File: config.mk
export PLATFORM = sky130hd
export DESIGN_NAME = plic_fifo
export DESIGN_NICKNAME = d
export VERILOG_FILES = /design/src/rtl/plic_pkg.sv /design/src/rtl/plic_fifo.sv
export SDC_FILE = /design/constraint.sdc
export NUM_CORES = 1
export LEC_CHECK = 0
export BUFFER_PORTS_ARGS = -buffer_cell sky130_fd_sc_hd__buf_4
export CAP_MARGIN = 30
export CORE_MARGIN = 2
export CORE_UTILIZATION = 61
export CTS_CLUSTER_SIZE = 20
export DETAILED_ROUTE_END_ITERATION = 8
export PLACE_DENSITY = 0.84
export SETUP_SLACK_MARGIN = 0.4
export SYNTH_ARGS = -nofsm -noshare
export SYNTH_HDL_FRONTEND = slang
export SYNTH_SLANG_ARGS = --single-unit
File: constraint.sdc
create_clock -name i_clk -period 7.4 [get_ports i_clk]
set_clock_uncertainty 0.05 [all_clocks]
set_input_delay 0.74 -clock i_clk [delete_from_list [all_inputs] [get_ports i_clk]]
set_output_delay 0.74 -clock i_clk [all_outputs]
set_load 0.02 [all_outputs]
File: src/rtl/plic_pkg.sv
package plic_pkg;

    localparam int FRACTION_BITS = 15;
    localparam int GEOM_BITS     = 30;
    localparam int GRAD_W        = 18;
    localparam int SIZE_W        = 31;
    localparam int QUEUE_DEPTH_DEF = 4;

    localparam logic [GEOM_BITS:0] GEOM_ONE = {1'b1, {GEOM_BITS{1'b0}}};
    localparam logic [SIZE_W-1:0]  CELL_SIZE_RESET = SIZE_W'(65536);

    typedef struct packed {
        logic        [15:0] f_sw;
        logic        [15:0] f_w;
        logic        [15:0] f_nw;
        logic        [15:0] f_s;
        logic        [15:0] f_center;
        logic        [15:0] f_n;
        logic        [15:0] f_se;
        logic        [15:0] f_e;
        logic        [15:0] f_ne;
        logic signed [31:0] origin_x;
        logic signed [31:0] origin_y;
    } t_cell_in;

    typedef struct packed {
        logic               mixed;
        logic signed [31:0] start_x;
        logic signed [31:0] start_y;
        logic signed [31:0] end_x;
        logic signed [31:0] end_y;
    } t_seg_out;

    // classified request handed from the front end to the back end
    typedef struct packed {
        logic                  mixed;
        logic                  invx;
        logic                  invz;
        logic                  xgt;
        logic                  unit;
        logic [GRAD_W-1:0]     lesser;
        logic [GRAD_W-1:0]     big;
        logic [GEOM_BITS-1:0]  f;
        logic signed [31:0]    origin_x;
        logic signed [31:0]    origin_y;
    } t_front;

endpackage

File: src/rtl/plic_fifo.sv
module plic_fifo import plic_pkg::*; #(
    parameter int DEPTH = QUEUE_DEPTH_DEF
) (
    input  logic   i_clk,
    input  logic   i_rst_n,
    input  logic   i_push,
    input  t_front i_data,
    output logic   o_valid,
    output t_front o_data,
    output logic   o_full_soon
);

    localparam int AW = $clog2(DEPTH);
    localparam int CW = $clog2(DEPTH + 1);

    t_front        r_mem [DEPTH];
    logic [AW-1:0] r_wptr;
    logic [AW-1:0] r_rptr;
    logic [CW-1:0] r_count;
    logic [AW-1:0] n_wptr;
    logic [AW-1:0] n_rptr;
    logic [CW-1:0] n_count;
    logic          pop;

    // the back end never stalls, so anything held is taken at once
    assign pop = r_count != '0;

    always_comb begin
        n_wptr  = r_wptr;
        n_rptr  = r_rptr;
        n_count = r_count;
        if (i_push) begin
            n_wptr = (r_wptr == AW'(DEPTH - 1)) ? '0 : r_wptr + 1'b1;
        end
        if (pop) begin
            n_rptr = (r_rptr == AW'(DEPTH - 1)) ? '0 : r_rptr + 1'b1;
        end
        if (i_push && !pop) begin
            n_count = r_count + 1'b1;
        end else if (!i_push && pop) begin
            n_count = r_count - 1'b1;
        end
    end

    always_ff @(posedge i_clk) begin
        if (!i_rst_n) begin
            r_wptr  <= '0;
            r_rptr  <= '0;
            r_count <= '0;
        end else begin
            r_wptr  <= n_wptr;
            r_rptr  <= n_rptr;
            r_count <= n_count;
        end
    end

    always_ff @(posedge i_clk) begin
        if (i_push) begin
            r_mem[r_wptr] <= i_data;
        end
    end

    assign o_valid     = pop;
    assign o_data      = r_mem[r_rptr];
    assign o_full_soon = r_count >= CW'(DEPTH - 1);

    a_no_overflow: assert property (@(posedge i_clk) disable iff (!i_rst_n)
        r_count == CW'(DEPTH) |-> !i_push)
        else $error("queue written while full");

    a_count_moves: assert property (@(posedge i_clk) disable iff (!i_rst_n)
        $past(i_rst_n) && !$past(i_push) && $past(r_count) != '0
        |-> r_count == $past(r_count) - 1'b1)
        else $error("queue count did not drop on a pop");

endmodule

Yosys cells after proc, flatten, opt, wreduce, memory -nomap -nowiden. Memories as Yosys holds them, arrays and structs flattened. A register that Yosys moved wholly into a read port is not among the register bits. Cells that the tools add are included.

Bits in registers: 7. RAM bits: 540. Input port bits: 138. Logic and storage cells: 25. Output and inout bits: 137. Latch bits: 0. Memories kept: 1. Bits in read-only memories: 0.

Memories: r_mem (depth 4, width 135, read ports 1, clocked after Yosys merged registers in 1, write ports 1, line plic_fifo.sv:16) `t_front r_mem [DEPTH];`.

Equality and inequality tests: 2. Multiply operators: 0. Divide/modulo/power cells: 0. Reductions and logical operators: 6. Multiplexer cells: 8. Shift operators: 0. Bitwise logic cells: 0. $lt $le $gt $ge: 1. $add $sub $neg: 4.

Operators with widths (count): $mux 2 (4); $mux 3 (2); $add 2x1->2 const B (2); $eq 2x2->1 const B (2); $add 3x1->3 const B (1); $ge 3x2->1 const B (1); $reduce_bool 3->1 (1); $sub 3x1->3 const B (1); $logic_and 1x1->1 (2); $logic_not 1->1 (2); $mux 1 (2); $reduce_bool 2->1 (1).

Longest topological paths before layout. Gate-level depths: netlist of the first run.

Depth in word-level cells: 4. Mapped depth: 5. Gate-level depth less buffers: 5.

Worst setup path after synthesis of the first run. No wires, ideal clock.

Path kind: in2reg. Start point: in i_push. End point: mem r_mem[0][0] (netlist name) (enable). Stages on the path: 1. Library setup time: 0.510 ns. Data required time: 6.840 ns. Path slack: 3.011 ns. Data arrival time: 3.829 ns. Buffers on the path: 0. Cells stage by stage: and2_1.

Cells in the longest elaborated chain, start to end: 2.

Ends and longest elaborated chain: start, declared (line plic_fifo.sv:6) `input logic i_push,`; $mux 1 (line plic_fifo.sv:58) `if (i_push) begin`; $mux 1 (implied by the code) (line plic_fifo.sv:59) `r_mem[r_wptr] <= i_data;`; end, declared (line plic_fifo.sv:16).

Every way passes these cells.

==> reports/metrics.yaml, run 1 <==
hold_depth: 1
place_area_mm2: 0.0225
io_buffers: 274
layout.area.seq_mm2: 0.0164
dieWidth_um: 185
track_usage_pct: 22.0
postSynthAreaPerCell_um2: 26.5
yosysTopAreaCellShare_pct: 81.5
synth_nets: 895
vias: 8921
yosysSeqAreaShare_pct: 82.4
coreArea_mm2: 0.0324
cp_cell_sequence: "buf_4 -> mux4_2 -> buf_4"
cts-resized-gates: 0
clkTransAtPathRegs_ps: 70
ant_nets: 0
cpPeakStageDelay_ps: 930
report.final.slew_viol_count: 0
power.share.clock_pct: 29.7
max_cap_viol_count: 0
clk_latency_ps: 550
cts_made_buffers: 51
gp_congestion: 0.695
synth.most_common_cell: "edfxtp_1"
dr.pass1.iters: 4
postLayoutCellArea_mm2: 0.0241
fillers: 1744
root_buffer: "clkbuf_16"
die_area_mm2: 0.0341
initial_utilization_pct: 61.5
rsz0062_at_grt: "false"
ys_types: 22
min_period_over_period_pct: 52.5
dp_hpwl_mm: 21.3
p_sw_share_pct: 27.5
netlist_area_mm2: 0.0199
path_depth: 3
setup_viol: 0
drc_errors: 0
cts_buffer_depth: 3
critical_path_class: "flip-flop to output pin"
grt_pass1_wl_mm: 55.3
rr_worst_depth: 4
nets: 1205
ys_seq_elements: 549
boundaryPins: 275
hold_slack_ps: 336
cp_slowest_cell: "dfxtp_4"
final_layout_size_suffix_gt1_share_pct: 45.7
crit_top_cell: "buf_4"
wl_per_cell_um: 24.1
cts_tree: "yes"
async_flop_share_pct: 0
fin_tns_setup_ps: 0
cts-htree-levels: 2
internal_power_mw: 6.07
cp_data_required_time_ps: 6610
p_seq_share_pct: 44.1
comb_power_share_pct: 26.1
relSlewSlack_pct: 36.0
crit_fanout: 42
crit_arrival_ps: 3100
ys_warn_count: 0
hold_violations: 0
netlist_top_cells_area: "edfxtp_1 81%, mux4_2 15%, dfxtp_1 0.91%"
post_cts_buffers: 0
netlist_instances: 751
grt-ovfl-total: 0
tightest_slew_ps: 960
core.rowCount: 66
ctsHoldBuffers: 0
yosysTopAreaCell: "edfxtp_1"
power_density_mw_per_mm2: 348
grt_start_max_net_pins: 65
crit_family: "buffers and inverters"
status: "completed"
start_kind: "flip-flop"
die_h_um: 185
via_per_inst: 5.79
post-route-min-period_ps: 3890
clock.fmax_ghz: 0.257
vdd_ir_drop_max_v: 0.000252
yosys-top-cells-count: "540 x edfxtp_1, 135 x mux4_2, 15 x buf_2, 9 x dfxtp_1, 7 x buf_6"
drt_first_iter_violations: 724
synth_top_flop_cell: "edfxtp_1"
areaGrowthSynthToFinish_pct: 20.9
grt_pass1_vias: 9443
wirelength_mm: 37.2
antenna_found_initial: 2
hold_path.class: "input pin to flip-flop"
worstSetupEndpointType: "output pin"
switchingPower_mw: 2.31
multiInputGateArea_mm2: 0.00332
clock_sinks: 549
leakage_nw: 8.10
synth-edff-count: 540
path_buf_inv: 2
==> routing by layer <==
layer  GRT usage [%]  share of wire, %  wire length, um  vias to the layer above
met5               0                 0                0                        -
li1                -                 -                -                     3871
met4            6.67               2.3              866                        0
met3            6.44               8.2             3060                       63
met2            36.9                51            19000                      327
met1            28.5                38            14300                     4660
==> per-stage QoR <==
| stage | utilization (%) | std cells | setup slack (ps) | power [mW] |
|---|---|---|---|---|
| 6_report | 74.3 | 1542 | 3510 | 8.37 |
| 5_1_grt | 74.3 | 1541 | 3260 | 8.67 |
| 4_1_cts | 74.3 | 1540 | 3370 | 8.46 |
| 3_5_place_dp | 69.4 | 1450 | 3970 | 5.96 |
| 3_3_place_gp | 69.3 | 1449 | 3960 | 5.92 |
| 2_1_floorplan | - | 751 | 3010 | 5.13 |
==> path summary, 6_finish.rpt <==
kind                                         startpoint                       to  slack [ps]
worst max-delay path                          flip-flop               o_data[82]        3510
worst min-delay path                          i_data[7]    r_mem[1][7]$_DFFE_PP_         340
worst max register to register   r_wptr[0]$_SDFFE_PN0P_   r_mem[0][22]$_DFFE_PP_        4880
worst min register to register  r_count[2]$_SDFFE_PN0P_  r_count[2]$_SDFFE_PN0P_         450
==> registers in the layout, indices dropped and copies added (netlist names), named ones only <==
register  count
r_wptr        2
r_rptr        2
r_mem       540
r_count       3
==> worst reg2reg max path, cell delays in order, from the launching register on <==
cell and delay [ps]:
dfxtp_1 350, inv_1 100, ha_1 140, and2_4 570
buf_4 860
==> power groups by stage <==
stage | clock network (mW) | registers (mW) | logic (mW)
after floorplan | 0 | 3.68 | 1.44
after global placement | 0 | 3.81 | 2.11
after detailed placement | 0 | 3.76 | 2.20
after CTS | 2.54 | 3.70 | 2.22
after global routing | 2.65 | 3.71 | 2.31
final | 2.49 | 3.70 | 2.19
==> cell usage in the layout (no fill, tap or decap), types with 3 or more instances in the layout <==
cell,instances
inv_1,3
bufinv_16,4
clkbuf_16,53
buf_4,286
and2_4,4
edfxtp_1,540
or3_1,3
clkinv_1,7
mux4_2,135
mux2i_1,4
dfxtp_1,7
nor2b_1,3
ha_1,6
clkinv_2,13
clkbuf_1,10
==> cells by family (layout without fill, tap and decap cells) <==
logic type,Yosys count,in the layout,synth area share (%)
AO/OA/AOI/OAI,6,6,0.201
buffers and inverters,33,380,1.02
XOR/XNOR,2,2,0.0880
flip-flops,549,549,82.4
adder cells (fa/ha/maj),6,6,0.377
multiplexers,139,139,15.5
other,0,2,0
AND/OR/NAND/NOR,16,16,0.484
==> area by class of cell <==
cell class	count	share of cell area, %
inverter	3	0.0468
sequential	549	68.2
timing repair buffer	287	9.04
tap	442	2.30
multi-input combinational	169	13.8
antenna	2	0.0208
clock buffer	63	5.67
clock inverter	27	0.977
No activity file was read; power rests on OpenSTA's default activity.
==> run 2, diff against run 1 <==
--- a/config.mk
+++ b/config.mk
@@ -8,10 +8,10 @@
 export BUFFER_PORTS_ARGS = -buffer_cell sky130_fd_sc_hd__buf_4
 export CAP_MARGIN = 30
 export CORE_MARGIN = 2
-export CORE_UTILIZATION = 61
+export CORE_UTILIZATION = 57
 export CTS_CLUSTER_SIZE = 20
 export DETAILED_ROUTE_END_ITERATION = 8
-export PLACE_DENSITY = 0.84
+export PLACE_DENSITY = 0.79
 export SETUP_SLACK_MARGIN = 0.4
 export SYNTH_ARGS = -nofsm -noshare
 export SYNTH_HDL_FRONTEND = slang
==> constraint.sdc (replaced) <==
create_clock -name i_clk -period 4.03 [get_ports i_clk]
set_clock_uncertainty 0.05 [all_clocks]
set_input_delay 0.403 -clock i_clk [delete_from_list [all_inputs] [get_ports i_clk]]
set_output_delay 0.403 -clock i_clk [all_outputs]
set_load 0.02 [all_outputs]
==> run 2 against run 1 <==
Against the previous run:
- non-clock buffer count rose by 135
- first-iteration DRC count fell by 12%
- critical path depth did not move
- sequential share of layout area fell by 4.2 points
- clock power rose by 94%
- clock-buffer cell count did not move
- critical endpoint is now o_data[76]
- sequential power rose by 83%
- routed wire length rose by 6.0%
- utilization rose by 0.083 points
- die area rose by 6.9%
- worst hold slack got worse by 320 ps
==> reports/metrics.yaml, run 2 (synthesized netlist as in run 1, its figures left out) <==
status: "completed"
start_kind: "flip-flop"
postLayoutCellArea_mm2: 0.0256
rsz0062_at_grt: "false"
core.rowCount: 68
clk_latency_ps: 560
hold_depth: 1
post_cts_buffers: 0
coreArea_mm2: 0.0345
clock_sinks: 549
crit_fanout: 37
hold_violations: 0
die_area_mm2: 0.0364
io_buffers: 274
hold_path.class: "input pin to flip-flop"
grt_pass1_vias: 10291
place_area_mm2: 0.0226
wl_per_cell_um: 23.2
root_buffer: "clkbuf_16"
layout_commonest_cell: "edfxtp_1"
vias: 9598
final_layout_size_suffix_gt1_share_pct: 40.5
areaGrowthSynthToFinish_pct: 28.8
dr.pass1.iters: 5
hold_slack_ps: 17.8
report.final.slew_viol_count: 0
ant_nets: 0
track_usage_pct: 21.8
grt_pass1_wl_mm: 58.9
dieWidth_um: 191
power_density_mw_per_mm2: 618
relSlewSlack_pct: 46.4
largest_reg_flops: 540
cts-htree-levels: 2
cts_buffer_depth: 3
top_regs: "r_mem (540), r_count (3)"
cts_tree: "yes"
final_cells: 1698
initial_utilization_pct: 57.8
clkTransAtPathRegs_ps: 60
antenna_found_initial: 3
cp_data_required_time_ps: 3580
drt_first_iter_violations: 639
crit_arrival_ps: 2540
grt_start_max_net_pins: 126
critical_path_class: "flip-flop to output pin"
wirelength_mm: 39.4
regMostFlops: "r_mem"
drc_errors: 0
gp_congestion: 0.720
grt-ovfl-total: 0
worstSetupEndpointType: "output pin"
post-route-min-period_ps: 2990
min_period_over_period_pct: 74.2
nets: 1342
final_cell_mix: "540 x edfxtp_1, 280 x buf_4, 135 x mux4_2"
tightest_slew_ps: 804
fin_tns_setup_ps: 0
clock.fmax_ghz: 0.334
max_cap_viol_count: 0
placed_cells: 1466
dp_hpwl_mm: 22.2
rr_worst_depth: 3
via_per_inst: 5.65
cts-resized-gates: 0
vdd_ir_drop_max_v: 0.000471
leakage_nw: 8.75
setup_viol: 0
die_h_um: 191
boundaryPins: 275
cts_made_buffers: 53
[run 2: report_power, final]
group	internal, mW	switching [mW]	leakage (nW)	total [mW]
logic	2.07	2.20	2.87	4.26
clock network	2.86	1.98	0.840	4.84
registers	6.57	0.187	5.04	6.76
total	11.5	4.36	8.75	15.9
[run 2: through the flow]
stage	utilization, %	total power [mW]	setup slack, ps
after global placement	65.6	11.0	1570
after CTS	74.4	16.0	948
final	74.4	15.9	1040
after global routing	74.4	16.4	856
after detailed placement	65.6	11.1	1560
after floorplan	-	9.40	1330
[run 2: routing by layer]
metal / vias to the layer above / wire (um) / track usage (%) / part of all wire, %
li1: 4162 / - / - / -
met1: 4990 / 15600 / 28.9 / 40
met2: 390 / 19900 / 36.2 / 50
met3: 54 / 3240 / 5.96 / 8.2
met4: 2 / 729 / 5.78 / 1.8
met5: - / 13 / 0 / 0.033
[run 2: critical path, cell delays in order (launching register included)]
cell     delay [ps]
dfxtp_4         880
buf_12          330
mux4_2          570
buf_4           180
[run 2: path summary, 6_finish.rpt]
| check | start | endpoint | slack (ps) |
|---|---|---|---|
| setup reg to reg | r_wptr[0]$_SDFFE_PN0P_ | r_mem[1][103]$_DFFE_PP_ | 1810 |
| hold reg to reg | r_rptr[0]$_SDFFE_PN0P_ | flip-flop | 470 |
| hold / removal | i_data[87] | r_mem[1][87]$_DFFE_PP_ | 20 |
| setup / recovery | flip-flop | o_data[76] | 1040 |
[run 2: area by class of cell]
type | count | area [um^2]
antenna | 2 | 5.00
clock buffer | 63 | 1410
tap | 455 | 569
inverter | 3 | 11.3
fill | 1857 | 8810
multi-input combinational | 169 | 3320
sequential | 549 | 16400
clock inverter | 35 | 308
timing repair buffer | 422 | 3620
[run 2: what timing repair did]
action	in CTS	in global routing
hold buffers	132	0
hold endpoints to repair	526	0
endpoints found under the setup margin	0	0
