## src/rtl/plic_pkg.sv

```systemverilog
package plic_pkg;

    localparam int FRACTION_BITS = 15;
    localparam int GEOM_BITS     = 30;
    localparam int GRAD_W        = 18;
    localparam int SIZE_W        = 31;
    localparam int QUEUE_DEPTH_DEF = 4;

    localparam logic [GEOM_BITS:0] GEOM_ONE = {1'b1, {GEOM_BITS{1'b0}}};
    localparam logic [SIZE_W-1:0]  CELL_SIZE_RESET = SIZE_W'(65536);

    typedef struct packed {
        logic        [15:0] f_sw;
        logic        [15:0] f_w;
        logic        [15:0] f_nw;
        logic        [15:0] f_s;
        logic        [15:0] f_center;
        logic        [15:0] f_n;
        logic        [15:0] f_se;
        logic        [15:0] f_e;
        logic        [15:0] f_ne;
        logic signed [31:0] origin_x;
        logic signed [31:0] origin_y;
    } t_cell_in;

    typedef struct packed {
        logic               mixed;
        logic signed [31:0] start_x;
        logic signed [31:0] start_y;
        logic signed [31:0] end_x;
        logic signed [31:0] end_y;
    } t_seg_out;

    // classified request handed from the front end to the back end
    typedef struct packed {
        logic                  mixed;
        logic                  invx;
        logic                  invz;
        logic                  xgt;
        logic                  unit;
        logic [GRAD_W-1:0]     lesser;
        logic [GRAD_W-1:0]     big;
        logic [GEOM_BITS-1:0]  f;
        logic signed [31:0]    origin_x;
        logic signed [31:0]    origin_y;
    } t_front;

endpackage

```

## src/rtl/plic_front.sv

```systemverilog
module plic_front import plic_pkg::*; (
    input  logic     i_clk,
    input  logic     i_rst_n,
    input  logic     i_accept,
    input  t_cell_in i_cell,
    output logic     o_push,
    output t_front   o_cls
);

    logic     r_vld;
    t_cell_in r_cell;

    logic [GRAD_W-1:0] sum_w;
    logic [GRAD_W-1:0] sum_e;
    logic [GRAD_W-1:0] sum_s;
    logic [GRAD_W-1:0] sum_n;
    logic [GRAD_W:0]   diff_x;
    logic [GRAD_W:0]   diff_z;
    logic [GRAD_W:0]   neg_x;
    logic [GRAD_W:0]   neg_z;
    logic [GRAD_W-1:0] abs_x;
    logic [GRAD_W-1:0] abs_z;
    logic              xgt;

    always_ff @(posedge i_clk) begin
        if (!i_rst_n) begin
            r_vld <= 1'b0;
        end else begin
            r_vld <= i_accept;
        end
        if (i_accept) begin
            r_cell <= i_cell;
        end
    end

    always_comb begin
        sum_w  = GRAD_W'(r_cell.f_sw) + (GRAD_W'(r_cell.f_w) << 1) + GRAD_W'(r_cell.f_nw);
        sum_e  = GRAD_W'(r_cell.f_se) + (GRAD_W'(r_cell.f_e) << 1) + GRAD_W'(r_cell.f_ne);
        sum_s  = GRAD_W'(r_cell.f_sw) + (GRAD_W'(r_cell.f_s) << 1) + GRAD_W'(r_cell.f_se);
        sum_n  = GRAD_W'(r_cell.f_nw) + (GRAD_W'(r_cell.f_n) << 1) + GRAD_W'(r_cell.f_ne);
        diff_x = {1'b0, sum_w} - {1'b0, sum_e};
        diff_z = {1'b0, sum_s} - {1'b0, sum_n};
        neg_x  = -diff_x;
        neg_z  = -diff_z;
        abs_x  = diff_x[GRAD_W] ? neg_x[GRAD_W-1:0] : diff_x[GRAD_W-1:0];
        abs_z  = diff_z[GRAD_W] ? neg_z[GRAD_W-1:0] : diff_z[GRAD_W-1:0];
        xgt    = abs_x > abs_z;

        o_cls.mixed    = (r_cell.f_center != '0)
                         && (r_cell.f_center < 16'(1 << FRACTION_BITS));
        o_cls.invx     = diff_x[GRAD_W];
        o_cls.invz     = diff_z[GRAD_W];
        o_cls.xgt      = xgt;
        o_cls.big      = xgt ? abs_x : abs_z;
        o_cls.lesser   = xgt ? abs_z : abs_x;
        // zero gradient or equal components: both normal parts are 1.0
        o_cls.unit     = (o_cls.big == '0) || (abs_x == abs_z);
        o_cls.f        = GEOM_BITS'(r_cell.f_center) << (GEOM_BITS - FRACTION_BITS);
        o_cls.origin_x = r_cell.origin_x;
        o_cls.origin_y = r_cell.origin_y;
    end

    assign o_push = r_vld;

endmodule

```

## config.mk

```make
export PLATFORM = sky130hd
export DESIGN_NAME = plic_front
export DESIGN_NICKNAME = d
export VERILOG_FILES = /design/src/rtl/plic_pkg.sv /design/src/rtl/plic_front.sv
export SDC_FILE = /design/constraint.sdc
export NUM_CORES = 1
export LEC_CHECK = 0
export BUFFER_PORTS_ARGS = -buffer_cell sky130_fd_sc_hd__buf_4
export CORE_MARGIN = 5
export CORE_UTILIZATION = 40
export CTS_BUF_LIST = sky130_fd_sc_hd__clkbuf_4 sky130_fd_sc_hd__clkbuf_8
export CTS_CLUSTER_SIZE = 40
export DETAILED_ROUTE_END_ITERATION = 8
export PLACE_DENSITY_LB_ADDON = 0.3
export SYNTH_ARGS = -nofsm -noshare
export SYNTH_HDL_FRONTEND = slang
export SYNTH_SLANG_ARGS = --single-unit
```

## constraint.sdc

```tcl
create_clock -name i_clk -period 16.2 [get_ports i_clk]
set_input_delay 0.81 -clock i_clk [delete_from_list [all_inputs] [get_ports i_clk]]
set_output_delay 0.81 -clock i_clk [all_outputs]
set_load 0.05 [all_outputs]
```

# [Yosys cells after proc, flatten, opt, wreduce, memory -nomap -nowiden]
# Index checks and enable logic that the tools add are counted.
[totals] regBits=209 elab_cells=35
[op_classes] add_sub_neg=12 n_lt_le_gt_ge=2 eq_ne=1 muxes=4 n_reduce_logical=4
[op_table] op="$add 16x17->18" n=4
[op_table] op="$add 18x16->18" n=4
[op_table] op="$mux 18" n=4
[op_table] op="$sub 18x18->19" n=2
[op_table] op="$neg 18->18" n=2
[op_table] op="$eq 18x18->1" n=1
[op_table] op="$gt 18x18->1" n=1
[op_table] op="$logic_not 18->1" n=1
[op_table] op="$lt 16x16->1 const B" n=1
[op_table] op="$reduce_bool 16->1" n=1
[op_table] op="$logic_and 1x1->1" n=1
[op_table] op="$logic_or 1x1->1" n=1

# [Longest topological paths before layout]
# Gate-level depths: netlist of run 1.
[logic_depth] ltp_word=9 depth_mapped=32

# [Least setup slack after synthesis of run 1]
# No wires, ideal clock.
[synth_timing] path_type="register to output" start="register r_cell[96] (netlist name)" end="output o_cls[130] (netlist name)" t_arrival_ns=7.797 t_required_ns=15.390 slack_ns=7.593 path_stages_with_launch=29 n_path_buf=1 cell_sequence="edfxtp_1 fa_1 inv_1 fa_1 inv_1 fa_1 inv_1 ha_1 inv_1 fa_1 nand2b_1 a21o_1 a311oi_2 nand2_1 or4b_1 nor4_2 nor2_1 xor2_1 inv_1 ha_1 nand3_1 or4_1 or3_1 o221ai_1 buf_6 mux2i_1 nor4b_1 o2111ai_1 o41ai_2"
[synth_lines] element="start: declaration" line_no="plic_front.sv:11" rtl="t_cell_in r_cell;"
[synth_lines] element="start signal: assignment" line_no="plic_front.sv:32" rtl="r_cell <= i_cell;"
[synth_lines] element="end: declaration" line_no="plic_front.sv:7" rtl="output t_front o_cls"

==> results of run 1 <==
[synthesized netlist by cell type, drive strengths merged (14+ instances only)]
cell type	number	share of area, %
nand3	14	0.50
fa	126	18
ha	60	5.3
buf	105	5.7
a21o	15	0.85
o21ai	28	1.0
nor3	18	0.82
inv	260	6.9
mux2i	14	1.0
nand2	32	0.87
xnor2	30	2.1
nor2	59	1.6
edfxtp	208	44
a21oi	49	1.8
xor2	28	1.7
[logic make-up (layout without fill, tap and decap cells)]
group	after synthesis	count (layout)	share of synthesized area, %
buffers and inverters	370	659	12.87
DFF	209	209	44.37
adders and majority gates	186	186	23.18
and+or+nand+nor	182	182	6.920
AOI/OAI and AO/OA	153	153	7.718
xor gates and xnor gates	58	58	3.810
muxes	15	15	1.099
other	1	15	0.02656
[final timing paths]
path / start / to
setup / recovery: r_cell[160]$_DFFE_PP_ / o_cls[130]
hold / removal: i_cell[93] / r_cell[93]$_DFFE_PP_
[state kept, by name, summed over array words and instances (netlist names)]
name and count:
r_cell 129, o_push 1, o_cls 79
[routing by layer]
metal | share of wire, % | wire, um
met4 | 1.8 | 602
met1 | 39 | 12900
met2 | 51 | 16640
met3 | 7.8 | 2547
met5 | 0 | 0
[stage by stage]
step | std cells | utilization, % | hold slack [ps] | setup WS, ps
floorplan | 1188 | - | 908.9 | 7593
global placement | 1866 | 47.28 | 988.1 | 7362
detailed placement | 1866 | 47.28 | 989.3 | 7145
CTS | 1932 | 49.48 | 357.0 | 6495
global route | 1932 | 49.48 | 366.3 | 5833
finish | 1932 | 49.48 | 430.7 | 6515
[worst max-delay path: cells and delay by family (launching register included)]
kind                       cells  cell delay [ps]
adders and majority gates      6             2220
DFF                            1              390
AOI/OAI and AO/OA              7             1710
buffers and inverters          8             1180
and+or+nand+nor                8             2420
xor gates and xnor gates       2              410
[cell type report]
cell class	instances	area [um2]
multi-input combinational	609	6096
clock buffer	56	658.1
fill	3132	17540
clock inverter	10	106.4
tap	455	569.3
timing repair buffer	333	2506
sequential	209	6266
inverter	260	975.9
==> qor.yml, run 1 <==
antenna_cells: 0
max-cap-violations: 0
cts_resized: 0
postCtsSetupRepairBufs: 0
fp.coreArea_um2: 34710
layout_commonest_cell: "buf_4"
drtPass1Iterations: 5
core.rowCount: 68
met3_usage_pct: 5.377
critPathSlowestCell: "or4_1"
syn_inst: 1174
routed_wl_um: 32690
slew_violations: 0
drtIter0Drc: 405
start_util_pct: 40.68
gp_congestion: 0.8911
drive_gt1_share_pct: 29.59
final_cell_mix: "buf_4, inv_1, edfxtp_1"
status: "completed"
fin_nets: 1848
post-route-cell-area_um2: 17180
crit_path_max_incr_delay_ps: 530
crit_top_cell: "inv_1"
clockBufferDepth: 3
startpoint_type: "flip-flop"
synth_edf_count: 208
setup_tns_ps: 0
busiest_layer: "met2"
fmax_mhz: 103.3
hold-path-cell-count: 1
clk_pin_slew_ps: 60
max-slew-margin-rel_pct: 31.01
hold_viol_final: 0
grtUsageMet2_pct: 29.27
io_pins: 347
cts-hold-fix-buffers: 0
grt_max_degree: 136
async_flop_share_pct: 0
worst_pin_slew_ps: 1035
critPathKind: "flip-flop to output port"
port_buffers: 331
cts_root_buf: "clkbuf_8"
finalSetupViolations: 0
synth-seq-area-share_pct: 44.37
overflow: 0
ys.warnings.count: 0
drt-wirelength-per-cell_um: 16.92
grt_antenna_before_repair: 0
synth_ff_type: "edfxtp_1"
crit_path_end_kind: "output port"
ant_nets: 0
track_usage_pct: 16.82
drc: 0
dp_hpwl_um: 26700
arrival_ps: 8870
syn_area_um2: 14120
cts_buffers: 38
crit_required_ps: 15390
area_growth_pct: 21.65
dpl_cell_area_um2: 16410
rsz0062_at_grt: "false"
post-route-period-util_pct: 59.78
hold_class: "primary input to flip-flop"
cts_tree: "built"
vias: 8898
grt_pass1_wl_um: 51750
synth.ff_latch_count: 209
die_x_um: 197.9
syn_avg_cell_area_um2: 12.03
ys_types: 86
grt_pass1_vias: 9730
die_area_um2: 39160
cts_htree_levels: 2
clock_sinks: 209
grtUsageMet1_pct: 20.20
fp.dieH_um: 197.9
period_needed_ps: 9685
cp_max_fo: 34
viasPerCell: 4.606
Power of run 1 is not shown: default switching activity piles up to over one toggle a cycle in this logic, so the estimate is an artifact.
==> inputs of run 2 (changes only) <==
--- a/config.mk
+++ b/config.mk
@@ -5,6 +5,7 @@
 export SDC_FILE = /design/constraint.sdc
 export NUM_CORES = 1
 export LEC_CHECK = 0
+export ABC_AREA = 1
 export BUFFER_PORTS_ARGS = -buffer_cell sky130_fd_sc_hd__buf_4
 export CORE_MARGIN = 5
 export CORE_UTILIZATION = 40
==> constraint.sdc (replaced) <==
create_clock -name i_clk -period 9.8 [get_ports i_clk]
set_input_delay 0.49 -clock i_clk [delete_from_list [all_inputs] [get_ports i_clk]]
set_output_delay 0.49 -clock i_clk [all_outputs]
set_load 0.05 [all_outputs]
==> run 2 against run 1 <==
Net effect: clock-buffer cell count decreased by 9; critical path depth up 12; global-route usage is 1.1 points higher; largest cell class is now multi-input combinational cells.
==> qor.yml, run 2 <==
vias: 10520  # was 8898
synth_edf_count: 208  # unchanged
fmax_mhz: 121.9
overflow: 0  # unchanged
ys_types: 40  # was 86
startpoint_type: "flip-flop"  # unchanged
drt-wirelength-per-cell_um: 15.69  # was 16.92 um
crit_path_end_kind: "output port"  # unchanged
drtPass1Iterations: 7  # was 5
critPathSlowestCell: "inv_1"  # was or4_1
synth-seq-area-share_pct: 42.48  # was 44.37%
drc: 0  # unchanged
hold_class: "primary input to flip-flop"  # unchanged
crit_top_cell: "nand2_1"  # was inv_1
start_util_pct: 40.39  # was 40.68%
area_growth_pct: 20.61  # was 21.65%
die_x_um: 202.0  # was 197.9 um
post-route-period-util_pct: 83.70
cp_max_fo: 54  # was 34
critPathKind: "flip-flop to output port"  # unchanged
cts_buffers: 38  # unchanged
ys.warnings.count: 0  # unchanged
drtIter0Drc: 431  # was 405
dpl_cell_area_um2: 17100  # was 16410 um2
netlist_top_cells_count: "inv_1, nand2_1, edfxtp_1"  # was inv_1, edfxtp_1, fa_1
gp_congestion: 0.9052  # was 0.8911
final_cells: 2315  # was 1932
largest-register: "r_cell"  # unchanged
yosys.area.top_type: "edfxtp_1"  # unchanged
core.rowCount: 70  # was 68
io_pins: 347  # unchanged
period_needed_ps: 8203
final_cell_mix: "inv_1, nand2_1, buf_4"  # was buf_4, inv_1, edfxtp_1
slew_violations: 0  # unchanged
worst_pin_slew_ps: 1016  # was 1035 ps
status: "completed"  # unchanged
die_area_um2: 40820  # was 39160 um2
post-route-cell-area_um2: 17790  # was 17180 um2
grt_antenna_before_repair: 0  # unchanged
crit_path_max_incr_delay_ps: 720  # was 530 ps
grt_pass1_wl_um: 57960  # was 51750 um
largest_reg_flops: 129  # unchanged
fillCellCount: 3420  # was 3132
synth_ff_type: "edfxtp_1"  # unchanged
setup_tns_ps: 0  # unchanged
fin_nets: 2218  # was 1848
cts_tree: "built"  # unchanged
layout_commonest_cell: "inv_1"  # was buf_4
fp.coreArea_um2: 36520  # was 34710 um2
grt_pass1_vias: 11120  # was 9730
dp_hpwl_um: 30820  # was 26700 um
async_flop_share_pct: 0  # unchanged
cts_htree_levels: 2  # unchanged
fp.dieH_um: 202.0  # was 197.9 um
synth.most_common_cell: "inv_1"  # unchanged
max-cap-violations: 0  # unchanged
cp_num_cells: 43  # was 31
synthTopCellsByArea: "edfxtp_1, fa_1, inv_1, nand2_1, ha_1"  # was edfxtp_1, fa_1, inv_1, ha_1, buf_4
synth.ff_latch_count: 209  # unchanged
yosys.area.top_type_share_pct: 42.34  # was 44.23%
ant_nets: 0  # unchanged
track_usage_pct: 17.93  # was 16.82%
hold_viol_final: 0  # unchanged
regArea_um2: 6266  # unchanged
crit_required_ps: 9310  # was 15390 ps
cts-hold-fix-buffers: 0  # unchanged
finalSetupViolations: 0  # unchanged
syn_avg_cell_area_um2: 9.572  # was 12.03 um2
syn_area_um2: 14750  # was 14120 um2
clk_pin_slew_ps: 60  # about the same
cts_root_buf: "clkbuf_8"  # unchanged
postCtsSetupRepairBufs: 0  # unchanged
cts_resized: 0  # unchanged
port_buffers: 331  # unchanged
hold-path-cell-count: 1  # unchanged
drive_gt1_share_pct: 23.84  # was 29.59%
final_util_pct: 48.71  # was 49.48%
cp_top_family: "simple AND/OR/NAND/NOR gates"  # unchanged
worst-path-buf-inv: 11  # was 8
multiInputGateArea_um2: 6347  # was 6096 um2
rsz0062_at_grt: "false"  # unchanged
clockBufferDepth: 3  # unchanged
viasPerCell: 4.543  # was 4.606
max-slew-margin-rel_pct: 32.27  # was 31.01%
clock_sinks: 209  # unchanged
place_inst: 2249  # was 1866
grt_max_degree: 84  # was 136
syn_inst: 1541  # was 1174
arrival_ps: 7710  # was 8870 ps
routed_wl_um: 36320  # was 32690 um
run 2: path summary, 6_finish.rpt:
check	from	end	slack, ps
worst max-delay path	r_cell[96]$_DFFE_PP_	o_cls[130]	1600
worst min-delay path	i_cell[62]	o_cls[62]$_DFFE_PP_	110
run 2: cell type report:
| class | count | share of cell area, % |
|---|---|---|
| antenna | 1 | 0.01407 |
| clock buffer | 47 | 3.355 |
| clock inverter | 18 | 0.4923 |
| inverter | 372 | 7.863 |
| multi-input combinational | 867 | 35.68 |
| sequential | 209 | 35.22 |
| tap | 468 | 3.291 |
| timing repair buffer | 333 | 14.09 |
run 2: stage by stage:
| stage | hold WS (ps) | setup slack [ps] |
|---|---|---|
| 2_1_floorplan | 583.5 | 2817 |
| 3_3_place_gp | 668.0 | 2260 |
| 3_5_place_dp | 669.3 | 2133 |
| 4_1_cts | 48.96 | 1490 |
| 5_1_grt | 53.35 | 710.1 |
| 6_report | 113.2 | 1597 |
run 2: cells by family after synthesis:
logic type,count (synthesis),synth area share (%)
buffers and inverters,479,14.84
DFF,209,42.48
adders and majority gates,186,22.19
xor gates and xnor gates,10,0.6447
other,1,0.02542
AOI/OAI and AO/OA,78,2.825
and+or+nand+nor,578,16.99
run 2: per-layer routing:
metal	track usage [%]	vias up	part of all wire, %
met2	30.07	349	48
li1	-	5237	-
met3	6.177	43	9.2
met5	0	-	0
met4	4.248	0	1.7
met1	22.49	4889	42
Power of run 2 is left out for the same reason.
==> inputs of run 3 (changes only) <==
--- a/config.mk
+++ b/config.mk
@@ -5,7 +5,7 @@
 export SDC_FILE = /design/constraint.sdc
 export NUM_CORES = 1
 export LEC_CHECK = 0
-export ABC_AREA = 1
+export ABC_AREA = 0
 export BUFFER_PORTS_ARGS = -buffer_cell sky130_fd_sc_hd__buf_4
 export CORE_MARGIN = 5
 export CORE_UTILIZATION = 40
==> constraint.sdc (replaced) <==
create_clock -name i_clk -period 8.2 [get_ports i_clk]
set_input_delay 0.41 -clock i_clk [delete_from_list [all_inputs] [get_ports i_clk]]
set_output_delay 0.41 -clock i_clk [all_outputs]
set_load 0.05 [all_outputs]
==> run 3 against run 2 <==
Net effect: clock-buffer cell count is 3 higher; via count shrank 3.7%; global-route usage is 1.0 points higher; sequential share of layout area fell by 4.2 points; utilization is 9.5 points higher; setup slack got worse by 1500 ps; die area fell by 4.1%; sequential cell count is the same.
==> qor.yml, run 3 (same netlist as run 1, synthesis figures left out) <==
drive_gt1_share_pct: 32.51  # was 23.84%
ant_nets: 0  # unchanged
finalSetupViolations: 0  # unchanged
place_ws_ps: -78.26  # was 2133 ps
cp_max_fo: 7  # was 54
track_usage_pct: 18.97  # was 17.93%
multiInputGateArea_um2: 6621  # was 6347 um2
period_needed_ps: 8139
crit_required_ps: 7790  # was 9310 ps
grt_pass1_vias: 11230  # was 11120
critPathKind: "flip-flop to output port"  # unchanged
slew_violations: 0  # unchanged
hold_slack_ps: 47.50  # was 113.2 ps
post-route-period-util_pct: 99.25
start_util_pct: 40.68  # was 40.39%
setup_ws_ps: 61.40  # was 1597 ps
viasPerCell: 4.604  # was 4.543
status: "completed"  # unchanged
clock_sinks: 209  # unchanged
fillCellCount: 2763  # was 3420
area_growth_pct: 43.22  # was 20.61%
gp_congestion: 0.8990  # was 0.9052
startpoint_type: "flip-flop"  # unchanged
crit_path_max_incr_delay_ps: 560  # was 720 ps
hold_viol_final: 0  # unchanged
final_cell_mix: "buf_4, inv_1, edfxtp_1"  # was inv_1, nand2_1, buf_4
arrival_ps: 7730  # was 7710 ps
cts_tree: "built"  # unchanged
cts_root_buf: "clkbuf_8"  # unchanged
dp_hpwl_um: 26990  # was 30820 um
fin_nets: 2114  # was 2218
layout_commonest_cell: "buf_4"  # was inv_1
grt_pass1_wl_um: 58910  # was 57960 um
worst_pin_slew_ps: 978.2  # was 1016 ps
final_util_pct: 58.26  # was 48.71%
grt_antenna_before_repair: 0  # unchanged
cts_buffers: 37  # was 38
vias: 10130  # was 10520
max-slew-margin-rel_pct: 34.79  # was 32.27%
grt_max_degree: 79  # was 84
routed_wl_um: 37440  # was 36320 um
fp.dieH_um: 197.9  # was 202.0 um
setup_tns_ps: 0  # unchanged
core.rowCount: 68  # was 70
die_x_um: 197.9  # was 202.0 um
port_buffers: 331  # unchanged
crit_top_cell: "inv_1"  # was nand2_1
largest-register: "r_cell"  # unchanged
crit_path_end_kind: "output port"  # unchanged
hold_class: "primary input to flip-flop"  # unchanged
max-cap-violations: 0  # unchanged
regArea_um2: 6266  # unchanged
die_area_um2: 39160  # was 40820 um2
drtPass1Iterations: 6  # was 7
drc: 0  # unchanged
cts_htree_levels: 2  # unchanged
overflow: 0  # unchanged
critPathSlowestCell: "or4_4"  # was inv_1
fmax_mhz: 122.9
clk_pin_slew_ps: 60  # about the same
fp.coreArea_um2: 34710  # was 36520 um2
drtIter0Drc: 451  # was 431
largest_reg_flops: 129  # unchanged
io_pins: 347  # unchanged
rsz0062_at_grt: "true"  # was false
clockBufferDepth: 3  # unchanged
drt-wirelength-per-cell_um: 17.02  # was 15.69 um
run 3: cell count changes in the layout (fill, tap and decap cells not counted), sizes merged, moves of 19 or more:
cell         change
buf             +63
xor2            +19
dlygate4sd3    +204
inv            -108
nand2          -335
nand3           -95
xnor2           +29
run 3: timing repair:
action,CTS,global route
gates cloned,0,0
setup endpoints to repair,1,18
hold endpoints to repair,200,4
gates resized for setup,43,59
pin swaps,19,26
setup buffers,23,11
hold buffers,200,4
run 3: area by class of cell:
cell class                      count  area share [%]
Multi-Input combinational cell    609           32.74
Sequential cell                   209           30.98
Timing Repair Buffer              600           24.88
Inverter                          260           4.838
Clock buffer                       50           3.000
Tap cell                          455           2.815
Clock inverter                     16          0.7300
Antenna cell                        1         0.01237
run 3: layer usage:
metal  global-route usage (%)  vias up  routed length [um]
li1                         -     4868                   -
met2                    33.90      321               19310
met1                    22.99     4884               14860
met5                        0        -                   0
met3                    4.781       56                2450
met4                    4.795        0                 827
run 3: stage by stage:
| step | std cells | area [um2] |
|---|---|---|
| finish | 2200 | 20220 |
| global placement | 1895 | 16640 |
| CTS | 2184 | 19810 |
| floorplan | 1188 | 14180 |
| detailed placement | 1895 | 16640 |
| global route | 2199 | 20220 |
run 3: worst paths after layout:
kind | endpoint | cells past startpoint | startpoint
setup / recovery | o_cls[130] | 30 | r_cell[96]$_DFFE_PP_
hold / removal | r_cell[101]$_DFFE_PP_ | 1 | i_cell[101]
run 3: critical path, delay by kind of cell (launching register included):
| kind | cells | cell delay (ps) |
|---|---|---|
| AND/OR/NAND/NOR | 9 | 2390 |
| adder cells (fa/ha/maj) | 6 | 2150 |
| AO/OA/AOI/OAI | 5 | 1020 |
| buffers and inverters | 7 | 750 |
| flip-flops | 1 | 420 |
| XOR/XNOR | 2 | 340 |
| multiplexers | 1 | 100 |
Power of run 3 is left out for the same reason.
